## src/design/pid_valve_drive_core_defines.svh

```systemverilog
// assertion macros shared by the valve drive rtl
`ifndef PID_VALVE_DRIVE_CORE_DEFINES_SVH
`define PID_VALVE_DRIVE_CORE_DEFINES_SVH

`ifndef SYNTH

// same-cycle implication, sampled on clock, off during reset
`define PVD_ASSERT_IMPL(lbl, ante, cons) \
   lbl: assert property (@(posedge clock) disable iff (reset) (ante) |-> (cons)) \
      else $error("%m: check failed");

// next-cycle implication, sampled on clock, off during reset
`define PVD_ASSERT_NEXT(lbl, ante, cons) \
   lbl: assert property (@(posedge clock) disable iff (reset) (ante) |=> (cons)) \
      else $error("%m: check failed");

`else

`define PVD_ASSERT_IMPL(lbl, ante, cons)
`define PVD_ASSERT_NEXT(lbl, ante, cons)

`endif

`endif

```

## src/design/pvd_pkg.sv

```systemverilog
// types and constants of the valve drive pid block
`timescale 1ns / 1ps

package pvd_pkg;

   // item field widths
   localparam int POS_WIDTH   = 16;
   localparam int ERR_WIDTH   = POS_WIDTH + 1;
   localparam int DIFF_WIDTH  = POS_WIDTH + 2;
   localparam int EL_WIDTH    = 16;
   localparam int GAIN_WIDTH  = 16;
   localparam int CTRL_WIDTH  = 17;
   localparam int DRIVE_WIDTH = 16;
   localparam int FRAC_BITS   = 8;

   // integral accumulator
   localparam int INTEG_WIDTH = 48;
   localparam logic [INTEG_WIDTH-1:0] INTEG_MAX = {1'b0, {(INTEG_WIDTH-1){1'b1}}};
   localparam logic [INTEG_WIDTH-1:0] INTEG_MIN = {1'b1, {(INTEG_WIDTH-1){1'b0}}};

   // shared multiplier
   localparam int MUL_WIDTH  = 32;
   localparam int PROD_WIDTH = 2 * MUL_WIDTH;

   // microseconds per second
   localparam int US_WIDTH = 20;
   localparam logic [US_WIDTH-1:0] US_PER_S = 20'd1000000;
   localparam logic [PROD_WIDTH-1:0] US_PER_S_HI =
      {{(PROD_WIDTH-MUL_WIDTH-US_WIDTH){1'b0}}, US_PER_S, {MUL_WIDTH{1'b0}}};

   // iterative divider
   localparam int DVD_WIDTH     = 64;
   localparam int DVS_WIDTH     = US_WIDTH;
   localparam int QUO_WIDTH     = 56;
   localparam int DIV_STEPS     = 4;
   localparam int DIV_I_BITS    = 44;
   localparam int DIV_D_BITS    = QUO_WIDTH;
   localparam int DIV_CNT_WIDTH = 4;
   localparam logic [DIV_CNT_WIDTH-1:0] DIV_I_CYCLES =
      DIV_CNT_WIDTH'(DIV_I_BITS / DIV_STEPS);
   localparam logic [DIV_CNT_WIDTH-1:0] DIV_D_CYCLES =
      DIV_CNT_WIDTH'(DIV_D_BITS / DIV_STEPS);

   // signed sum of the three terms
   localparam int SUM_WIDTH = QUO_WIDTH + 2;
   localparam logic [DRIVE_WIDTH-1:0] DRIVE_MAX = {DRIVE_WIDTH{1'b1}};

   // register file
   localparam int CSR_ADDR_WIDTH = 5;
   localparam int CSR_DATA_WIDTH = 32;
   localparam int REG_IDX_WIDTH  = 3;
   localparam int REG_ADDR_LSB   = 2;
   localparam logic [REG_IDX_WIDTH-1:0] REG_GAIN_PROP        = 3'd0;
   localparam logic [REG_IDX_WIDTH-1:0] REG_GAIN_INTEG       = 3'd1;
   localparam logic [REG_IDX_WIDTH-1:0] REG_GAIN_DERIV       = 3'd2;
   localparam logic [REG_IDX_WIDTH-1:0] REG_DEADBAND_EXTEND  = 3'd3;
   localparam logic [REG_IDX_WIDTH-1:0] REG_DEADBAND_RETRACT = 3'd4;
   localparam logic [GAIN_WIDTH-1:0] GAIN_PROP_RESET = 16'd200;

   // divider control and status
   typedef struct packed {
      logic start;
      logic long_div;
   } pvd_div_cmd_type;

   typedef struct packed {
      logic busy;
      logic done;
   } pvd_div_stat_type;

endpackage

```

## src/design/pvd_req_if.sv

```systemverilog
// sample item channel
`timescale 1ns / 1ps

interface pvd_req_if;
   import pvd_pkg::*;

   logic                        valid;
   logic                        ready;
   logic signed [POS_WIDTH-1:0] setpoint;
   logic signed [POS_WIDTH-1:0] measured;
   logic [EL_WIDTH-1:0]         elapsed_us;
   logic                        clear_integral;

   modport source (output valid, setpoint, measured, elapsed_us, clear_integral,
                   input ready);
   modport sink   (input valid, setpoint, measured, elapsed_us, clear_integral,
                   output ready);
endinterface

```

## src/design/pvd_rsp_if.sv

```systemverilog
// result item channel
`timescale 1ns / 1ps

interface pvd_rsp_if;
   import pvd_pkg::*;

   logic                         valid;
   logic                         ready;
   logic signed [CTRL_WIDTH-1:0] control_value;
   logic [DRIVE_WIDTH-1:0]       drive_extend;
   logic [DRIVE_WIDTH-1:0]       drive_retract;

   modport source (output valid, control_value, drive_extend, drive_retract,
                   input ready);
   modport sink   (input valid, control_value, drive_extend, drive_retract,
                   output ready);
endinterface

```

## src/design/pid_valve_drive_core.sv

```systemverilog
// positional pid controller with split extend and retract valve drives
`timescale 1ns / 1ps
`include "pid_valve_drive_core_defines.svh"

// Each sample item (setpoint, measured, elapsed_us, clear_integral) yields one
// result item. The error setpoint - measured is integrated as error times
// elapsed microseconds into a 48-bit saturating accumulator; the integral
// term is gain_integ * integral / 1e6, the derivative term is
// gain_deriv * (error - previous error) * 1e6 / elapsed_us (zero when elapsed
// is zero), the proportional term gain_prop * error; all three are exact and
// truncate toward zero. control_value is the integer part of the Q49.8 sum,
// saturated to +-65535. A positive sum sends its magnitude plus the extend
// dead band to the extend drive, a zero or negative sum sends it plus the
// retract dead band to the retract drive; both saturate at 65535. The
// result item is loaded into the output register in ST_OUT, which waits
// while an earlier result has not been taken, and the next item can be
// accepted in the cycle the result appears. All products go through one
// 32x32 multiplier in turn, and both divisions through one divider that
// retires four quotient bits per cycle; the derivative division is skipped
// when elapsed_us is zero. req_chan.ready is high only while no item is in
// work; a finished result sits in an output register so the next item can
// be taken while it waits. Registers sit at byte addresses 0, 4, 8, 12,
// 16; write them only while the block is idle, the block does not enforce it.

module pid_valve_drive_core (
   input  logic                                clock,
   input  logic                                reset,
   pvd_req_if.sink                             req_chan,
   pvd_rsp_if.source                           rsp_chan,
   input  logic                                csr_psel,
   input  logic                                csr_penable,
   input  logic                                csr_pwrite,
   input  logic [pvd_pkg::CSR_ADDR_WIDTH-1:0]  csr_paddr,
   input  logic [pvd_pkg::CSR_DATA_WIDTH-1:0]  csr_pwdata,
   output logic [pvd_pkg::CSR_DATA_WIDTH-1:0]  csr_prdata,
   output logic                                csr_pready
);
   import pvd_pkg::*;

   typedef enum logic [3:0] {
      ST_IDLE,
      ST_MUL_DELTA,   // error * elapsed
      ST_MUL_P,       // gain_prop * error, integral update
      ST_MUL_I_HI,    // gain_integ * upper integral bits
      ST_MUL_I_LO,    // gain_integ * lower integral bits
      ST_MUL_D,       // gain_deriv * error difference
      ST_MUL_D_US,    // times 1e6, integral divide starts
      ST_D_DIVIDEND,  // finish derivative dividend
      ST_WAIT_I,      // integral quotient, derivative divide starts unless elapsed is zero
      ST_WAIT_D,      // derivative quotient
      ST_SUM_PI,
      ST_SUM_D,
      ST_MAG,
      ST_OUT
   } state_type;

   // ------------------------------------------------------------------
   // configuration registers
   // ------------------------------------------------------------------
   logic [GAIN_WIDTH-1:0]    gain_prop_ff, gain_integ_ff, gain_deriv_ff;
   logic [DRIVE_WIDTH-1:0]   db_extend_ff, db_retract_ff;
   logic                     csr_wr;
   logic [REG_IDX_WIDTH-1:0] csr_idx;

   assign csr_pready = 1'b1;
   assign csr_wr     = csr_psel & csr_penable & csr_pwrite & csr_pready;
   assign csr_idx    = csr_paddr[REG_ADDR_LSB +: REG_IDX_WIDTH];

   always_ff @(posedge clock) begin
      if (reset) begin
         gain_prop_ff  <= GAIN_PROP_RESET;
         gain_integ_ff <= '0;
         gain_deriv_ff <= '0;
         db_extend_ff  <= '0;
         db_retract_ff <= '0;
      end else if (csr_wr) begin
         case (csr_idx)
            REG_GAIN_PROP:        gain_prop_ff  <= csr_pwdata[GAIN_WIDTH-1:0];
            REG_GAIN_INTEG:       gain_integ_ff <= csr_pwdata[GAIN_WIDTH-1:0];
            REG_GAIN_DERIV:       gain_deriv_ff <= csr_pwdata[GAIN_WIDTH-1:0];
            REG_DEADBAND_EXTEND:  db_extend_ff  <= csr_pwdata[DRIVE_WIDTH-1:0];
            REG_DEADBAND_RETRACT: db_retract_ff <= csr_pwdata[DRIVE_WIDTH-1:0];
            default: begin
               // addresses past the register list are ignored
            end
         endcase
      end
   end

   always_comb begin
      case (csr_idx)
         REG_GAIN_PROP:        csr_prdata = CSR_DATA_WIDTH'(gain_prop_ff);
         REG_GAIN_INTEG:       csr_prdata = CSR_DATA_WIDTH'(gain_integ_ff);
         REG_GAIN_DERIV:       csr_prdata = CSR_DATA_WIDTH'(gain_deriv_ff);
         REG_DEADBAND_EXTEND:  csr_prdata = CSR_DATA_WIDTH'(db_extend_ff);
         REG_DEADBAND_RETRACT: csr_prdata = CSR_DATA_WIDTH'(db_retract_ff);
         default:              csr_prdata = '0;
      endcase
   end

   // ------------------------------------------------------------------
   // datapath registers
   // ------------------------------------------------------------------
   state_type              state_ff, state_in;
   logic [ERR_WIDTH-1:0]   err_ff, err_in;
   logic [ERR_WIDTH-1:0]   prev_ff, prev_in;
   logic [DIFF_WIDTH-1:0]  diff_ff, diff_in;
   logic [EL_WIDTH-1:0]    el_ff, el_in;
   logic                   clr_ff, clr_in;
   logic [INTEG_WIDTH-1:0] acc_ff, acc_in;
   logic [MUL_WIDTH-1:0]   p_ff, p_in;
   logic [DIV_I_BITS-1:0]  i_ff, i_in;
   logic [QUO_WIDTH-1:0]   d_ff, d_in;
   logic [PROD_WIDTH-1:0]  wide_ff, wide_in;
   logic [PROD_WIDTH-1:0]  dd_ff, dd_in;
   logic                   xhi_ff, xhi_in;
   logic [SUM_WIDTH-1:0]   sum_ff, sum_in;
   logic [SUM_WIDTH-1:0]   mag_ff, mag_in;
   logic                   neg_ff, neg_in;
   logic                   pos_ff, pos_in;

   // result register
   logic                   out_valid_ff, out_valid_in;
   logic [CTRL_WIDTH-1:0]  out_ctrl_ff, out_ctrl_in;
   logic [DRIVE_WIDTH-1:0] out_ext_ff, out_ext_in;
   logic [DRIVE_WIDTH-1:0] out_ret_ff, out_ret_in;
   logic                   out_load;

   // shared units
   logic [MUL_WIDTH-1:0]   mul_a, mul_b;
   logic [PROD_WIDTH-1:0]  prod;
   pvd_div_cmd_type        div_cmd;
   pvd_div_stat_type       div_stat;
   logic [DVD_WIDTH-1:0]   div_dividend;
   logic [DVS_WIDTH-1:0]   div_divisor;
   logic [QUO_WIDTH-1:0]   quotient;

   pvd_mul u_mul (
      .clock (clock),
      .mul_a (mul_a),
      .mul_b (mul_b),
      .prod  (prod)
   );

   pvd_div u_div (
      .clock    (clock),
      .reset    (reset),
      .div_cmd  (div_cmd),
      .dividend (div_dividend),
      .divisor  (div_divisor),
      .div_stat (div_stat),
      .quotient (quotient)
   );

   // ------------------------------------------------------------------
   // magnitudes and signed terms
   // ------------------------------------------------------------------
   logic                    err_neg, diff_neg, acc_neg;
   logic [ERR_WIDTH-1:0]    err_abs;
   logic [DIFF_WIDTH-1:0]   diff_abs;
   logic [INTEG_WIDTH-1:0]  acc_abs;
   logic [INTEG_WIDTH:0]    delta_s, acc_sum;
   logic [SUM_WIDTH-1:0]    p_ext, i_ext, d_ext, p_term, i_term, d_term;
   logic [DRIVE_WIDTH-1:0]  ctrl_mag;
   logic [DRIVE_WIDTH:0]    ext_sum, ret_sum;
   logic [DRIVE_WIDTH-1:0]  ext_sat, ret_sat;

   assign err_neg  = err_ff[ERR_WIDTH-1];
   assign diff_neg = diff_ff[DIFF_WIDTH-1];
   assign acc_neg  = acc_ff[INTEG_WIDTH-1];
   assign err_abs  = err_neg ? (~err_ff + 1'b1) : err_ff;
   assign diff_abs = diff_neg ? (~diff_ff + 1'b1) : diff_ff;
   // most negative accumulator maps to 2^47, still fits unsigned
   assign acc_abs  = acc_neg ? (~acc_ff + 1'b1) : acc_ff;

   // signed error * elapsed from the product magnitude
   always_comb begin
      logic [INTEG_WIDTH:0] dmag;
      dmag    = {{(INTEG_WIDTH+1-MUL_WIDTH){1'b0}}, prod[MUL_WIDTH-1:0]};
      delta_s = err_neg ? (~dmag + 1'b1) : dmag;
      acc_sum = {acc_ff[INTEG_WIDTH-1], acc_ff} + delta_s;
   end

   assign p_ext  = {{(SUM_WIDTH-MUL_WIDTH){1'b0}}, p_ff};
   assign i_ext  = {{(SUM_WIDTH-DIV_I_BITS){1'b0}}, i_ff};
   assign d_ext  = {{(SUM_WIDTH-QUO_WIDTH){1'b0}}, d_ff};
   assign p_term = err_neg ? (~p_ext + 1'b1) : p_ext;
   assign i_term = acc_neg ? (~i_ext + 1'b1) : i_ext;
   assign d_term = diff_neg ? (~d_ext + 1'b1) : d_ext;

   // integer part of the sum, saturated, plus dead bands
   assign ctrl_mag = (|mag_ff[SUM_WIDTH-1:FRAC_BITS+DRIVE_WIDTH]) ? DRIVE_MAX
                     : mag_ff[FRAC_BITS +: DRIVE_WIDTH];
   assign ext_sum  = {1'b0, ctrl_mag} + {1'b0, db_extend_ff};
   assign ret_sum  = {1'b0, ctrl_mag} + {1'b0, db_retract_ff};
   assign ext_sat  = ext_sum[DRIVE_WIDTH] ? DRIVE_MAX : ext_sum[DRIVE_WIDTH-1:0];
   assign ret_sat  = ret_sum[DRIVE_WIDTH] ? DRIVE_MAX : ret_sum[DRIVE_WIDTH-1:0];

   assign out_load = (state_ff == ST_OUT) && (!out_valid_ff || rsp_chan.ready);

   // ------------------------------------------------------------------
   // sequencer
   // ------------------------------------------------------------------
   always_comb begin
      state_in     = state_ff;
      err_in       = err_ff;
      prev_in      = prev_ff;
      diff_in      = diff_ff;
      el_in        = el_ff;
      clr_in       = clr_ff;
      acc_in       = acc_ff;
      p_in         = p_ff;
      i_in         = i_ff;
      d_in         = d_ff;
      wide_in      = wide_ff;
      dd_in        = dd_ff;
      xhi_in       = xhi_ff;
      sum_in       = sum_ff;
      mag_in       = mag_ff;
      neg_in       = neg_ff;
      pos_in       = pos_ff;
      out_ctrl_in  = out_ctrl_ff;
      out_ext_in   = out_ext_ff;
      out_ret_in   = out_ret_ff;
      mul_a        = '0;
      mul_b        = '0;
      div_cmd      = '0;
      div_dividend = wide_ff;
      div_divisor  = US_PER_S;

      case (state_ff)
         ST_IDLE: begin
            if (req_chan.valid) begin
               err_in   = {req_chan.setpoint[POS_WIDTH-1], req_chan.setpoint}
                        - {req_chan.measured[POS_WIDTH-1], req_chan.measured};
               el_in    = req_chan.elapsed_us;
               clr_in   = req_chan.clear_integral;
               state_in = ST_MUL_DELTA;
            end
         end
         ST_MUL_DELTA: begin
            mul_a    = {{(MUL_WIDTH-POS_WIDTH){1'b0}}, err_abs[POS_WIDTH-1:0]};
            mul_b    = {{(MUL_WIDTH-EL_WIDTH){1'b0}}, el_ff};
            diff_in  = {err_ff[ERR_WIDTH-1], err_ff} - {prev_ff[ERR_WIDTH-1], prev_ff};
            prev_in  = err_ff;
            if (clr_ff) begin
               acc_in = '0;
            end
            state_in = ST_MUL_P;
         end
         ST_MUL_P: begin
            mul_a = {{(MUL_WIDTH-POS_WIDTH){1'b0}}, err_abs[POS_WIDTH-1:0]};
            mul_b = {{(MUL_WIDTH-GAIN_WIDTH){1'b0}}, gain_prop_ff};
            // saturating integral update
            if (acc_sum[INTEG_WIDTH] != acc_sum[INTEG_WIDTH-1]) begin
               acc_in = acc_sum[INTEG_WIDTH] ? INTEG_MIN : INTEG_MAX;
            end else begin
               acc_in = acc_sum[INTEG_WIDTH-1:0];
            end
            state_in = ST_MUL_I_HI;
         end
         ST_MUL_I_HI: begin
            mul_a    = {{(2*MUL_WIDTH-INTEG_WIDTH){1'b0}}, acc_abs[INTEG_WIDTH-1:MUL_WIDTH]};
            mul_b    = {{(MUL_WIDTH-GAIN_WIDTH){1'b0}}, gain_integ_ff};
            p_in     = prod[MUL_WIDTH-1:0];
            state_in = ST_MUL_I_LO;
         end
         ST_MUL_I_LO: begin
            mul_a    = acc_abs[MUL_WIDTH-1:0];
            mul_b    = {{(MUL_WIDTH-GAIN_WIDTH){1'b0}}, gain_integ_ff};
            wide_in  = {prod[MUL_WIDTH-1:0], {MUL_WIDTH{1'b0}}};
            state_in = ST_MUL_D;
         end
         ST_MUL_D: begin
            mul_a    = {{(MUL_WIDTH-DIFF_WIDTH+1){1'b0}}, diff_abs[DIFF_WIDTH-2:0]};
            mul_b    = {{(MUL_WIDTH-GAIN_WIDTH){1'b0}}, gain_deriv_ff};
            wide_in  = wide_ff + prod;
            state_in = ST_MUL_D_US;
         end
         ST_MUL_D_US: begin
            // gain_deriv * |diff| spills one bit past the multiplier width
            mul_a            = prod[MUL_WIDTH-1:0];
            mul_b            = {{(MUL_WIDTH-US_WIDTH){1'b0}}, US_PER_S};
            xhi_in           = prod[MUL_WIDTH];
            div_cmd.start    = 1'b1;
            div_cmd.long_div = 1'b0;
            div_dividend     = wide_ff;
            div_divisor      = US_PER_S;
            state_in         = ST_D_DIVIDEND;
         end
         ST_D_DIVIDEND: begin
            dd_in    = prod + (xhi_ff ? US_PER_S_HI : '0);
            state_in = ST_WAIT_I;
         end
         ST_WAIT_I: begin
            div_dividend = dd_ff;
            div_divisor  = {{(DVS_WIDTH-EL_WIDTH){1'b0}}, el_ff};
            if (div_stat.done) begin
               i_in = quotient[DIV_I_BITS-1:0];
               if (el_ff != '0) begin
                  div_cmd.start    = 1'b1;
                  div_cmd.long_div = 1'b1;
                  state_in         = ST_WAIT_D;
               end else begin
                  // zero elapsed time: no derivative
                  d_in     = '0;
                  state_in = ST_SUM_PI;
               end
            end
         end
         ST_WAIT_D: begin
            if (div_stat.done) begin
               d_in     = quotient;
               state_in = ST_SUM_PI;
            end
         end
         ST_SUM_PI: begin
            sum_in   = p_term + i_term;
            state_in = ST_SUM_D;
         end
         ST_SUM_D: begin
            sum_in   = sum_ff + d_term;
            state_in = ST_MAG;
         end
         ST_MAG: begin
            neg_in   = sum_ff[SUM_WIDTH-1];
            pos_in   = !sum_ff[SUM_WIDTH-1] && (sum_ff != '0);
            mag_in   = sum_ff[SUM_WIDTH-1] ? (~sum_ff + 1'b1) : sum_ff;
            state_in = ST_OUT;
         end
         ST_OUT: begin
            if (out_load) begin
               out_ctrl_in = neg_ff ? (~{1'b0, ctrl_mag} + 1'b1) : {1'b0, ctrl_mag};
               out_ext_in  = pos_ff ? ext_sat : '0;
               out_ret_in  = pos_ff ? '0 : ret_sat;
               state_in    = ST_IDLE;
            end
         end
         default: begin
            state_in = ST_IDLE;
         end
      endcase
   end

   assign out_valid_in = out_load | (out_valid_ff & ~rsp_chan.ready);

   always_ff @(posedge clock) begin
      err_ff      <= err_in;
      diff_ff     <= diff_in;
      el_ff       <= el_in;
      clr_ff      <= clr_in;
      p_ff        <= p_in;
      i_ff        <= i_in;
      d_ff        <= d_in;
      wide_ff     <= wide_in;
      dd_ff       <= dd_in;
      xhi_ff      <= xhi_in;
      sum_ff      <= sum_in;
      mag_ff      <= mag_in;
      neg_ff      <= neg_in;
      pos_ff      <= pos_in;
      out_ctrl_ff <= out_ctrl_in;
      out_ext_ff  <= out_ext_in;
      out_ret_ff  <= out_ret_in;
      if (reset) begin
         state_ff     <= ST_IDLE;
         out_valid_ff <= 1'b0;
         acc_ff       <= '0;
         prev_ff      <= '0;
      end else begin
         state_ff     <= state_in;
         out_valid_ff <= out_valid_in;
         acc_ff       <= acc_in;
         prev_ff      <= prev_in;
      end
   end

   assign req_chan.ready         = (state_ff == ST_IDLE);
   assign rsp_chan.valid         = out_valid_ff;
   assign rsp_chan.control_value = out_ctrl_ff;
   assign rsp_chan.drive_extend  = out_ext_ff;
   assign rsp_chan.drive_retract = out_ret_ff;

   `PVD_ASSERT_NEXT(a_busy_after_accept, req_chan.valid && req_chan.ready, !req_chan.ready)
   `PVD_ASSERT_IMPL(a_one_drive_active, rsp_chan.valid,
                    rsp_chan.drive_extend == '0 || rsp_chan.drive_retract == '0)
   `PVD_ASSERT_IMPL(a_ctrl_in_range, rsp_chan.valid,
                    (rsp_chan.control_value != {1'b1, {(CTRL_WIDTH-1){1'b0}}}))
   `PVD_ASSERT_IMPL(a_div_start_idle, div_cmd.start, !div_stat.busy)
endmodule

```

## src/design/pvd_mul.sv

```systemverilog
// shared unsigned multiplier with registered product
`timescale 1ns / 1ps

module pvd_mul (
   input  logic                             clock,
   input  logic [pvd_pkg::MUL_WIDTH-1:0]    mul_a,
   input  logic [pvd_pkg::MUL_WIDTH-1:0]    mul_b,
   output logic [pvd_pkg::PROD_WIDTH-1:0]   prod
);
   import pvd_pkg::*;

   logic [PROD_WIDTH-1:0] prod_ff;
   logic [PROD_WIDTH-1:0] prod_in;

   assign prod_in = PROD_WIDTH'(mul_a) * PROD_WIDTH'(mul_b);

   always_ff @(posedge clock) begin
      prod_ff <= prod_in;
   end

   assign prod = prod_ff;
endmodule

```

## src/design/pvd_div.sv

```systemverilog
// restoring divider, four quotient bits per cycle
`timescale 1ns / 1ps
`include "pid_valve_drive_core_defines.svh"

module pvd_div (
   input  logic                             clock,
   input  logic                             reset,
   input  pvd_pkg::pvd_div_cmd_type         div_cmd,
   input  logic [pvd_pkg::DVD_WIDTH-1:0]    dividend,
   input  logic [pvd_pkg::DVS_WIDTH-1:0]    divisor,
   output pvd_pkg::pvd_div_stat_type        div_stat,
   output logic [pvd_pkg::QUO_WIDTH-1:0]    quotient
);
   import pvd_pkg::*;

   localparam int LONG_TOP  = DVD_WIDTH - DIV_D_BITS;
   localparam int SHORT_TOP = DVD_WIDTH - DIV_I_BITS;

   logic [DVS_WIDTH-1:0]     rem_ff, rem_in;
   logic [DVD_WIDTH-1:0]     dvd_ff, dvd_in;
   logic [DVS_WIDTH-1:0]     dvs_ff, dvs_in;
   logic [DIV_CNT_WIDTH-1:0] cnt_ff, cnt_in;
   logic                     busy_ff, busy_in;
   logic                     done_ff, done_in;
   logic [DVS_WIDTH-1:0]     step_rem;
   logic [DVD_WIDTH-1:0]     step_dvd;

   // four dependent compare-subtract steps on the narrow remainder
   always_comb begin
      logic [DVS_WIDTH-1:0] r;
      logic [DVD_WIDTH-1:0] d;
      logic [DVS_WIDTH:0]   t;
      r = rem_ff;
      d = dvd_ff;
      t = '0;
      for (int k = 0; k < DIV_STEPS; k++) begin
         t = {r, d[DVD_WIDTH-1]};
         d = {d[DVD_WIDTH-2:0], 1'b0};
         if (t >= {1'b0, dvs_ff}) begin
            r    = t[DVS_WIDTH-1:0] - dvs_ff;
            d[0] = 1'b1;
         end else begin
            r = t[DVS_WIDTH-1:0];
         end
      end
      step_rem = r;
      step_dvd = d;
   end

   always_comb begin
      rem_in  = rem_ff;
      dvd_in  = dvd_ff;
      dvs_in  = dvs_ff;
      cnt_in  = cnt_ff;
      busy_in = busy_ff;
      done_in = 1'b0;
      if (div_cmd.start) begin
         dvs_in  = divisor;
         busy_in = 1'b1;
         if (div_cmd.long_div) begin
            rem_in = {{(DVS_WIDTH-LONG_TOP){1'b0}}, dividend[DVD_WIDTH-1 -: LONG_TOP]};
            dvd_in = {dividend[DIV_D_BITS-1:0], {LONG_TOP{1'b0}}};
            cnt_in = DIV_D_CYCLES;
         end else begin
            rem_in = dividend[DVD_WIDTH-1 -: SHORT_TOP];
            dvd_in = {dividend[DIV_I_BITS-1:0], {SHORT_TOP{1'b0}}};
            cnt_in = DIV_I_CYCLES;
         end
      end else if (busy_ff) begin
         rem_in = step_rem;
         dvd_in = step_dvd;
         cnt_in = cnt_ff - 1'b1;
         if (cnt_ff == DIV_CNT_WIDTH'(1)) begin
            busy_in = 1'b0;
            done_in = 1'b1;
         end
      end
   end

   always_ff @(posedge clock) begin
      rem_ff <= rem_in;
      dvd_ff <= dvd_in;
      dvs_ff <= dvs_in;
      if (reset) begin
         cnt_ff  <= '0;
         busy_ff <= 1'b0;
         done_ff <= 1'b0;
      end else begin
         cnt_ff  <= cnt_in;
         busy_ff <= busy_in;
         done_ff <= done_in;
      end
   end

   assign div_stat.busy = busy_ff;
   assign div_stat.done = done_ff;
   assign quotient      = dvd_ff[QUO_WIDTH-1:0];

   `PVD_ASSERT_NEXT(a_start_sets_busy, div_cmd.start, div_stat.busy)
   `PVD_ASSERT_IMPL(a_done_after_busy, div_stat.done, $past(div_stat.busy))
   `PVD_ASSERT_IMPL(a_done_not_busy, div_stat.done, !div_stat.busy)
endmodule
```

## src/flat_wrapper.sv

```systemverilog
// flat-port wrapper written by rule: the top's interface ports become plain ports
module pid_valve_drive_core_flat import pvd_pkg::*;
  (clock, reset, csr_psel, csr_penable, csr_pwrite, csr_paddr, csr_pwdata, csr_prdata, csr_pready, req_chan_valid, req_chan_setpoint, req_chan_measured, req_chan_elapsed_us, req_chan_clear_integral, req_chan_ready, rsp_chan_valid, rsp_chan_control_value, rsp_chan_drive_extend, rsp_chan_drive_retract, rsp_chan_ready);
  pvd_req_if req_chan_i ();
  pvd_rsp_if rsp_chan_i ();
  input  logic clock;
  input  logic reset;
  input  logic csr_psel;
  input  logic csr_penable;
  input  logic csr_pwrite;
  input  logic [pvd_pkg::CSR_ADDR_WIDTH-1:0] csr_paddr;
  input  logic [pvd_pkg::CSR_DATA_WIDTH-1:0] csr_pwdata;
  output logic [pvd_pkg::CSR_DATA_WIDTH-1:0] csr_prdata;
  output logic csr_pready;
  input wire logic [$bits(req_chan_i.valid)-1:0] req_chan_valid;
  input wire logic [$bits(req_chan_i.setpoint)-1:0] req_chan_setpoint;
  input wire logic [$bits(req_chan_i.measured)-1:0] req_chan_measured;
  input wire logic [$bits(req_chan_i.elapsed_us)-1:0] req_chan_elapsed_us;
  input wire logic [$bits(req_chan_i.clear_integral)-1:0] req_chan_clear_integral;
  output wire logic [$bits(req_chan_i.ready)-1:0] req_chan_ready;
  output wire logic [$bits(rsp_chan_i.valid)-1:0] rsp_chan_valid;
  output wire logic [$bits(rsp_chan_i.control_value)-1:0] rsp_chan_control_value;
  output wire logic [$bits(rsp_chan_i.drive_extend)-1:0] rsp_chan_drive_extend;
  output wire logic [$bits(rsp_chan_i.drive_retract)-1:0] rsp_chan_drive_retract;
  input wire logic [$bits(rsp_chan_i.ready)-1:0] rsp_chan_ready;
  assign req_chan_i.valid = req_chan_valid;
  assign req_chan_i.setpoint = req_chan_setpoint;
  assign req_chan_i.measured = req_chan_measured;
  assign req_chan_i.elapsed_us = req_chan_elapsed_us;
  assign req_chan_i.clear_integral = req_chan_clear_integral;
  assign req_chan_ready = req_chan_i.ready;
  assign rsp_chan_valid = rsp_chan_i.valid;
  assign rsp_chan_control_value = rsp_chan_i.control_value;
  assign rsp_chan_drive_extend = rsp_chan_i.drive_extend;
  assign rsp_chan_drive_retract = rsp_chan_i.drive_retract;
  assign rsp_chan_i.ready = rsp_chan_ready;
  pid_valve_drive_core u_core (.clock(clock), .reset(reset), .req_chan(req_chan_i), .rsp_chan(rsp_chan_i), .csr_psel(csr_psel), .csr_penable(csr_penable), .csr_pwrite(csr_pwrite), .csr_paddr(csr_paddr), .csr_pwdata(csr_pwdata), .csr_prdata(csr_prdata), .csr_pready(csr_pready));
endmodule
```

## config.mk

```make
export PLATFORM = sky130hd
export DESIGN_NAME = pid_valve_drive_core_flat
export DESIGN_NICKNAME = d
export VERILOG_FILES = /design/src/design/pvd_pkg.sv /design/src/design/pvd_req_if.sv /design/src/design/pvd_rsp_if.sv /design/src/design/pid_valve_drive_core.sv /design/src/design/pvd_mul.sv /design/src/design/pvd_div.sv /design/src/flat_wrapper.sv
export VERILOG_INCLUDE_DIRS = /design/src /design/src/design
export SDC_FILE = /design/constraint.sdc
export NUM_CORES = 2
export LEC_CHECK = 0
export ABC_CLOCK_PERIOD_IN_PS = 22300
export BUFFER_PORTS_ARGS = -buffer_cell sky130_fd_sc_hd__buf_2
export CORE_MARGIN = 2
export CORE_UTILIZATION = 53
export CTS_BUF_LIST = sky130_fd_sc_hd__clkbuf_4 sky130_fd_sc_hd__clkbuf_8
export CTS_CLUSTER_SIZE = 25
export DETAILED_ROUTE_END_ITERATION = 8
export PLACE_DENSITY = 0.67
export SLEW_MARGIN = 20
export SYNTH_ARGS = -nofsm -noshare
export SYNTH_HDL_FRONTEND = slang
export SYNTH_SLANG_ARGS = --single-unit
```

## constraint.sdc

```tcl
create_clock -name clock -period 22.3 [get_ports clock]
set_input_delay 4.46 -clock clock [delete_from_list [all_inputs] [get_ports clock]]
set_output_delay 4.46 -clock clock [all_outputs]
set_load 0.01 [all_outputs]
```

* Yosys cells after proc, flatten, opt, wreduce, memory -nomap -nowiden *
Index checks and enable logic that the tools add are counted.

cells by class
  bitwise logic cells = 15
  $mul = 1
  add/sub/neg operators = 23
  reduce and logical (&&, ||, !) cells = 29
  muxes and demuxes = 58
  order comparisons = 4
  equal/unequal tests = 25

operators by type and width
  cell                   number
  $mux 64                4
  $add 58x1->58 const B  4
  $mux 48                4
  $mux 58                3
  $mux 56                3
  $mux 20                8
  $pmux 32 s5            1
  $add 64x64->64         2
  $pmux 64 s2            1
  $add 58x58->58         2
  $pmux 58 s2            1
  $pmux 56 s2            1
  $pmux 20 s5            1
  $pmux 48 s2            1
  $ge 21x20->1           4
  $mux 16                5
  $pmux 16 s5            1
  $sub 20x20->20         4
  $not 32->58            1
  $not 44->58            1
  $not 56->58            1
  $not 58->58            1
  $reduce_bool 58->1     1
  $mux 57                1
  other kinds (49)       99

word-level totals
  output and inout port bits = 84
  register bits after elaboration = 804
  input port bits = 93

* Depth between registers and ports, before layout *
  depth after elaboration = 10
  gate-level depth with buffers = 53
  gate-level depth less buffers = 46

* Modules after synthesis *
A second synthesis with hierarchy kept.

unflattened totals
  cell total of the unflattened synthesis = 10084
  area total of the unflattened synthesis = 91333.8 sq um

by module, submodules not included
  module                instances  area each (sq um)  cells an instance
  pid_valve_drive_core  1          46478.3            5217
  pvd_mul               1          34870.9            3805
  pvd_div               1          9984.6             1062

* Worst setup path before layout *
Ideal clock, no wire load.

  path kind = reg-to-reg
  start = reg u_core.u_div.dvs_ff[18]
  end = reg u_core.u_div.rem_ff[13], data pin
  period minus slack after synthesis = 10887 ps
  setup slack = 11413 ps
  cell stages (with the launch flop) = 53
  arrival = 10597 ps
  path through = edfxtp_1 > inv_1 > ha_1 > clkbuf_1 > a21o_1 > o21bai_1 > and2_1 > o21ai_0 > a31o_2 > nand2_1 > buf_1 > buf_1 > nand2_1 > o21ai_1 > inv_1 > ha_1 > nor2b_1 > o21ai_1 > [17 not listed] > a221oi_1 > mux2i_1 > clkbuf_1 > a21oi_1 > ha_1 > nor2b_1 > o21ai_0 > a21oi_1 > o41ai_1 > nand2b_1 > a32oi_1 > a221o_1 > a21o_1 > nand2_1 > nand3_1 > clkbuf_1 > mux2i_1 > o21ai_1

on the way
  longest elaborated chain between the ends = 10

RTL lines
  what                                                   line                          source
  start, declared                                        pvd_div.sv:21                 logic [DVS_WIDTH-1:0] dvs_ff, dvs_in;
  start signal, assigned                                 pvd_div.sv:83                 dvs_ff <= dvs_in;
  $sub 20x20->20 / $ge 21x20->1 (equally long branches)  pvd_div.sv:40, pvd_div.sv:39
  $mux 20                                                pvd_div.sv:39                 if (t >= {1'b0, dvs_ff}) begin
  $sub 20x20->20 / $ge 21x20->1 (equally long branches)  pvd_div.sv:40, pvd_div.sv:39
  $mux 20                                                pvd_div.sv:39
  $ge 21x20->1 / $sub 20x20->20 (equally long branches)  pvd_div.sv:39, pvd_div.sv:40
  $mux 20                                                pvd_div.sv:39
  $sub 20x20->20 / $ge 21x20->1 (equally long branches)  pvd_div.sv:40, pvd_div.sv:39
  $mux 20 (*)                                            pvd_div.sv:39
  $mux 20 (*)                                            pvd_div.sv:69                 end else if (busy_ff) begin
  $mux 20 (*)                                            pvd_div.sv:57                 if (div_cmd.start) begin
  named net u_core.u_div.rem_in[13]                      pvd_div.sv:19                 logic [DVS_WIDTH-1:0] rem_ff, rem_in;
  end signal, assigned                                   pvd_div.sv:81                 rem_ff <= rem_in;
  end, declared                                          pvd_div.sv:19

Mark *: on every way through the listed nets, which the timed path passes. The rest lies on a longest branch. The select of a mux whose other input is x is not followed.
A chain may end at the register's enable or synchronous reset.

* Worst setup path in the final report *
  start = reg u_core.u_div.dvs_ff[1]
  end = reg u_core.u_div.rem_ff[13], data pin

on the way
  longest elaborated chain between the ends = 10

RTL lines
  what                                                   line
  $sub 20x20->20 / $ge 21x20->1 (equally long branches)  pvd_div.sv:40, pvd_div.sv:39
  $mux 20                                                pvd_div.sv:39
  $sub 20x20->20 / $ge 21x20->1 (equally long branches)  pvd_div.sv:40, pvd_div.sv:39
  $mux 20                                                pvd_div.sv:39
  $sub 20x20->20 / $ge 21x20->1 (equally long branches)  pvd_div.sv:40, pvd_div.sv:39
  $mux 20                                                pvd_div.sv:39
  $sub 20x20->20 / $ge 21x20->1 (equally long branches)  pvd_div.sv:40, pvd_div.sv:39
  $mux 20 (*)                                            pvd_div.sv:39
  $mux 20 (*)                                            pvd_div.sv:69
  $mux 20 (*)                                            pvd_div.sv:57
  named net u_core.u_div.rem_in[13]                      pvd_div.sv:19

Marks and branches as above.

==> summary.md <==
| Metric | Value |
|---|---|
| Clk_skew | around 0.05 ns |
| Min cycle time layout | between 10 and 15 ns |
| GRT Total Usage | 0.314 |
| Synth cell types | 93 |
| Setup crit start kind | flop |
| Min-delay worst type | reg2reg |
| Main synth FF type | edfxtp_1 |
| Post-synth EDFFs | approximately 560 |
| Status | finished clean |
| PD cells | slightly below 90 nW/um^2 |
| RSZ-0062 raised after global routing | no |
| Initial core utilization | 0.531 |
| Most frequent cells in the layout | nand2_1 (1067), inv_1 (764), edfxtp_1 (562) |
| H-tree depth | 4 |
| HPWL after DPL | ~170000 um |
| Post-CTS sizing | 0 |
| Placed cell areas | 76400 sq um |
| DR iter-0 viols | between 5000 and 6000 |
| Most used cell, CP | o21ai_1 |
| Largest net degree at the start of global routing | ~110 |
| VDD IR max | 0.0626 mV |
| Number of global-route vias before repair | about 60000 |
| Chip width | approximately 380 um |
| Synth Area in Compound Gates | 0.166 |
| Rel. slew slack | 0.236 |
| DR vias/cell | about 6.0 |
| Number of max-cap violations | 0 |
| Commonest non-fill, non-tap cell in the layout | nand2_1 |
| Final Hold Viols | 0 |
| Detailed Routing Iterations Pass 1 | 6 |
| RePlAce Congestion | slightly below 1 |
| Critical Path RT | ~23 ns |
| Drt wl/cell | around 22 um |
| Syn-to-layout area delta | 7.18% |
| Total power | around 7 mW |
| Asr flop ratio synth | 0 |
| Hold_buf cts | 0 |
| Slew Viols, Final | 0 |
| Critical path type | reg2reg |
| Post-synthesis cell count | ~8100 |
| IO Pins | ~180 |
| Clock slew at reported path FFs | around 0.07 ns |
| TritonCTS clock tree | yes |
| Drt drc | 0 |
| Port Buffers | roughly 140 |
| Grt total ovfl | 0 |
| Num Clock Sinks | between 700 and 800 |
| Ys Warns | 0 |
| Clk_lat worst skew | 0.89 ns |
| Post-route cell area | approximately 79000 sq um |
| Crit Path Max Fanout | 28 |
| FMAX | 0.0774 GHz |
| Antenna-violating nets left | 0 |
| Mux contribution to synthesized area | 0.0130 |
| Total CTS buffers | roughly 140 |
| Die Y | around 380 um |
| Worst path max stage delay | 0.70 ns |
| Area share of fa/ha/maj cells after synthesis | 0.240 |
| Slowest-stage cell, CP | o41ai_1 |
| Sequential share of the synthesized area | 0.285 |
| Setup TNS Final | 0 ns |
| Final setup vio count | 0 |
| Xor/xnor share of the synthesized area | 0.0785 |
| First-pass GRT wire length | 347000 um |
| NumNets Final | 9274 |
| Via count | approximately 61000 |
| Worst path arrival time | 13.47 ns |
| Crit end category | flop |
| Share of layout cells above drive strength 1 | 0.0756 |
| FP Rows | ~140 |
| Die area | 142000 sq um |
| Post-CTS setup buffers | 0 |
| Leakage power | 34.3 nW |
| Post-synthesis simple-gate area fraction | 0.158 |
| Syn avg cell area | 9.13 sq um |
| Placeable Area | around 140000 sq um |
| #FFs+latches synth | 770 |
| Clk root buf | clkbuf_8 |
| Initial antenna violation count | 7 |
| CTS max path bufs | 3 |
| Worst-margin pin slew | approximately 1.1 ns |
| Total wire length | approximately 220000 um |
| Period utilization | 0.579 |
| Largest family of logic cells by synthesized area | adder cells |
| Netlist Area Pre-Place | 73900 sq um |
[sequential cells by signal, summed over array words and instances (netlist names), 20 cells and up]
register,flops
u_core.sum_ff,58
u_core.u_mul.prod,52
u_core.p_ff,32
u_core.i_ff,44
u_core.wide_ff,64
u_core.u_div.rem_ff,20
u_core.mag_ff,50
u_core.u_div.dvd_ff,64
u_core.dd_ff,53
u_core.d_ff,56
u_core.acc_ff,48
[layer usage]
metal,routed length (um),global-route usage,vias to the layer above
li1,-,-,28200
met1,95400,0.432,29800
met2,101000,0.497,2325
met3,17200,0.0482,444
met4,9190,0.127,0
met5,0,0,-
[cell usage after synthesis (33+ instances only)]
| master | count | share of area |
|---|---|---|
| o21ai_0 | 299 | 0.020 |
| clkbuf_1 | 345 | 0.018 |
| ha_1 | 541 | 0.092 |
| o21ai_1 | 86 | 0.0058 |
| or4_1 | 49 | 0.0050 |
| a21oi_1 | 560 | 0.038 |
| or3_1 | 75 | 0.0064 |
| o21a_1 | 104 | 0.011 |
| a31oi_1 | 51 | 0.0043 |
| and3_1 | 51 | 0.0043 |
| edfxtp_1 | 562 | 0.23 |
| a211oi_1 | 34 | 0.0035 |
| a22oi_1 | 34 | 0.0035 |
| inv_1 | 765 | 0.039 |
| mux2_2 | 52 | 0.0079 |
| a221o_1 | 42 | 0.0057 |
| nand2b_1 | 73 | 0.0062 |
| o31ai_1 | 96 | 0.0098 |
| o21bai_1 | 76 | 0.0077 |
| mux2i_1 | 33 | 0.0045 |
| nor4_1 | 47 | 0.0040 |
| o41ai_1 | 46 | 0.0055 |
| xnor2_1 | 463 | 0.055 |
| a21o_1 | 198 | 0.020 |
| nor3_1 | 67 | 0.0045 |
| xor2_1 | 197 | 0.023 |
| nor2_1 | 309 | 0.016 |
| dfxtp_1 | 208 | 0.056 |
| and2_1 | 196 | 0.017 |
| nand4_1 | 162 | 0.014 |
| nor2b_1 | 83 | 0.0070 |
| nand3_1 | 143 | 0.0097 |
| nand2_1 | 1069 | 0.054 |
| fa_1 | 548 | 0.15 |
| or2_2 | 37 | 0.0031 |
[per-stage QoR]
| step | utilization | setup WS (ns) | hold WS (ns) | instances |
|---|---|---|---|---|
| 2_1_floorplan | - | 11.41 | 0.415 | 8103 |
| 3_3_place_gp | 0.549 | 9.90 | 0.443 | 9828 |
| 3_5_place_dp | 0.549 | 9.71 | 0.450 | 9829 |
| 4_1_cts | 0.569 | 9.61 | 0.458 | 10100 |
| 5_1_grt | 0.570 | 8.44 | 0.476 | 10100 |
| 6_report | 0.570 | 9.38 | 0.457 | 10100 |
[logic make-up (layout without fill, tap and decap cells)]
logic type,Yosys count,in the layout
adders and majority gates,1089,1089
DFF,770,770
AOI/OAI and AO/OA,1893,1893
muxes,88,88
xor gates and xnor gates,661,661
buffers and inverters,1158,1253
other,2,20
and+or+nand+nor,2427,2427
[power by group]
part           internal [mW]  switching (mW)  leakage, nW
Combinational           1.38            2.36         26.0
Clock                  0.731           0.648         1.47
Sequential              1.74           0.193         6.78
Total                   3.85            3.20         34.3
[final timing paths]
path / from / to / slack, ns / cells past startpoint
max: u_core.u_div.dvs_ff[1]$_SDFFCE_PN0P_ / u_core.u_div.rem_ff[13]$_DFFE_PP_ / 9.38 / 46
max reg2reg: u_core.u_div.dvs_ff[1]$_SDFFCE_PN0P_ / u_core.u_div.rem_ff[13]$_DFFE_PP_ / 9.38 / 46
min reg2reg: u_core.prev_ff[12]$_SDFFE_PP0N_ / u_core.prev_ff[12]$_SDFFE_PP0N_ / 0.46 / 2
min: u_core.prev_ff[12]$_SDFFE_PP0N_ / u_core.prev_ff[12]$_SDFFE_PP0N_ / 0.46 / 2
[layout make-up]
cell class,instances,area [sq um]
repair buffers,243,1480
flip-flops and latches,770,21000
clock buffers,179,2260
multi-input cells,6175,48600
clock inverters,65,532
fillers,12400,59800
well taps,1876,2350
diodes,3,7.51
inverters,766,2880
[critical path: cells and delay by family (launching register included)]
family	cells	cell delay, ns
AOI/OAI and AO/OA	26	7.82
adders and majority gates	4	1.25
and+or+nand+nor	8	1.24
DFF	1	0.45
buffers and inverters	6	1.28
muxes	2	0.45
(Power assumes the default switching activity.)
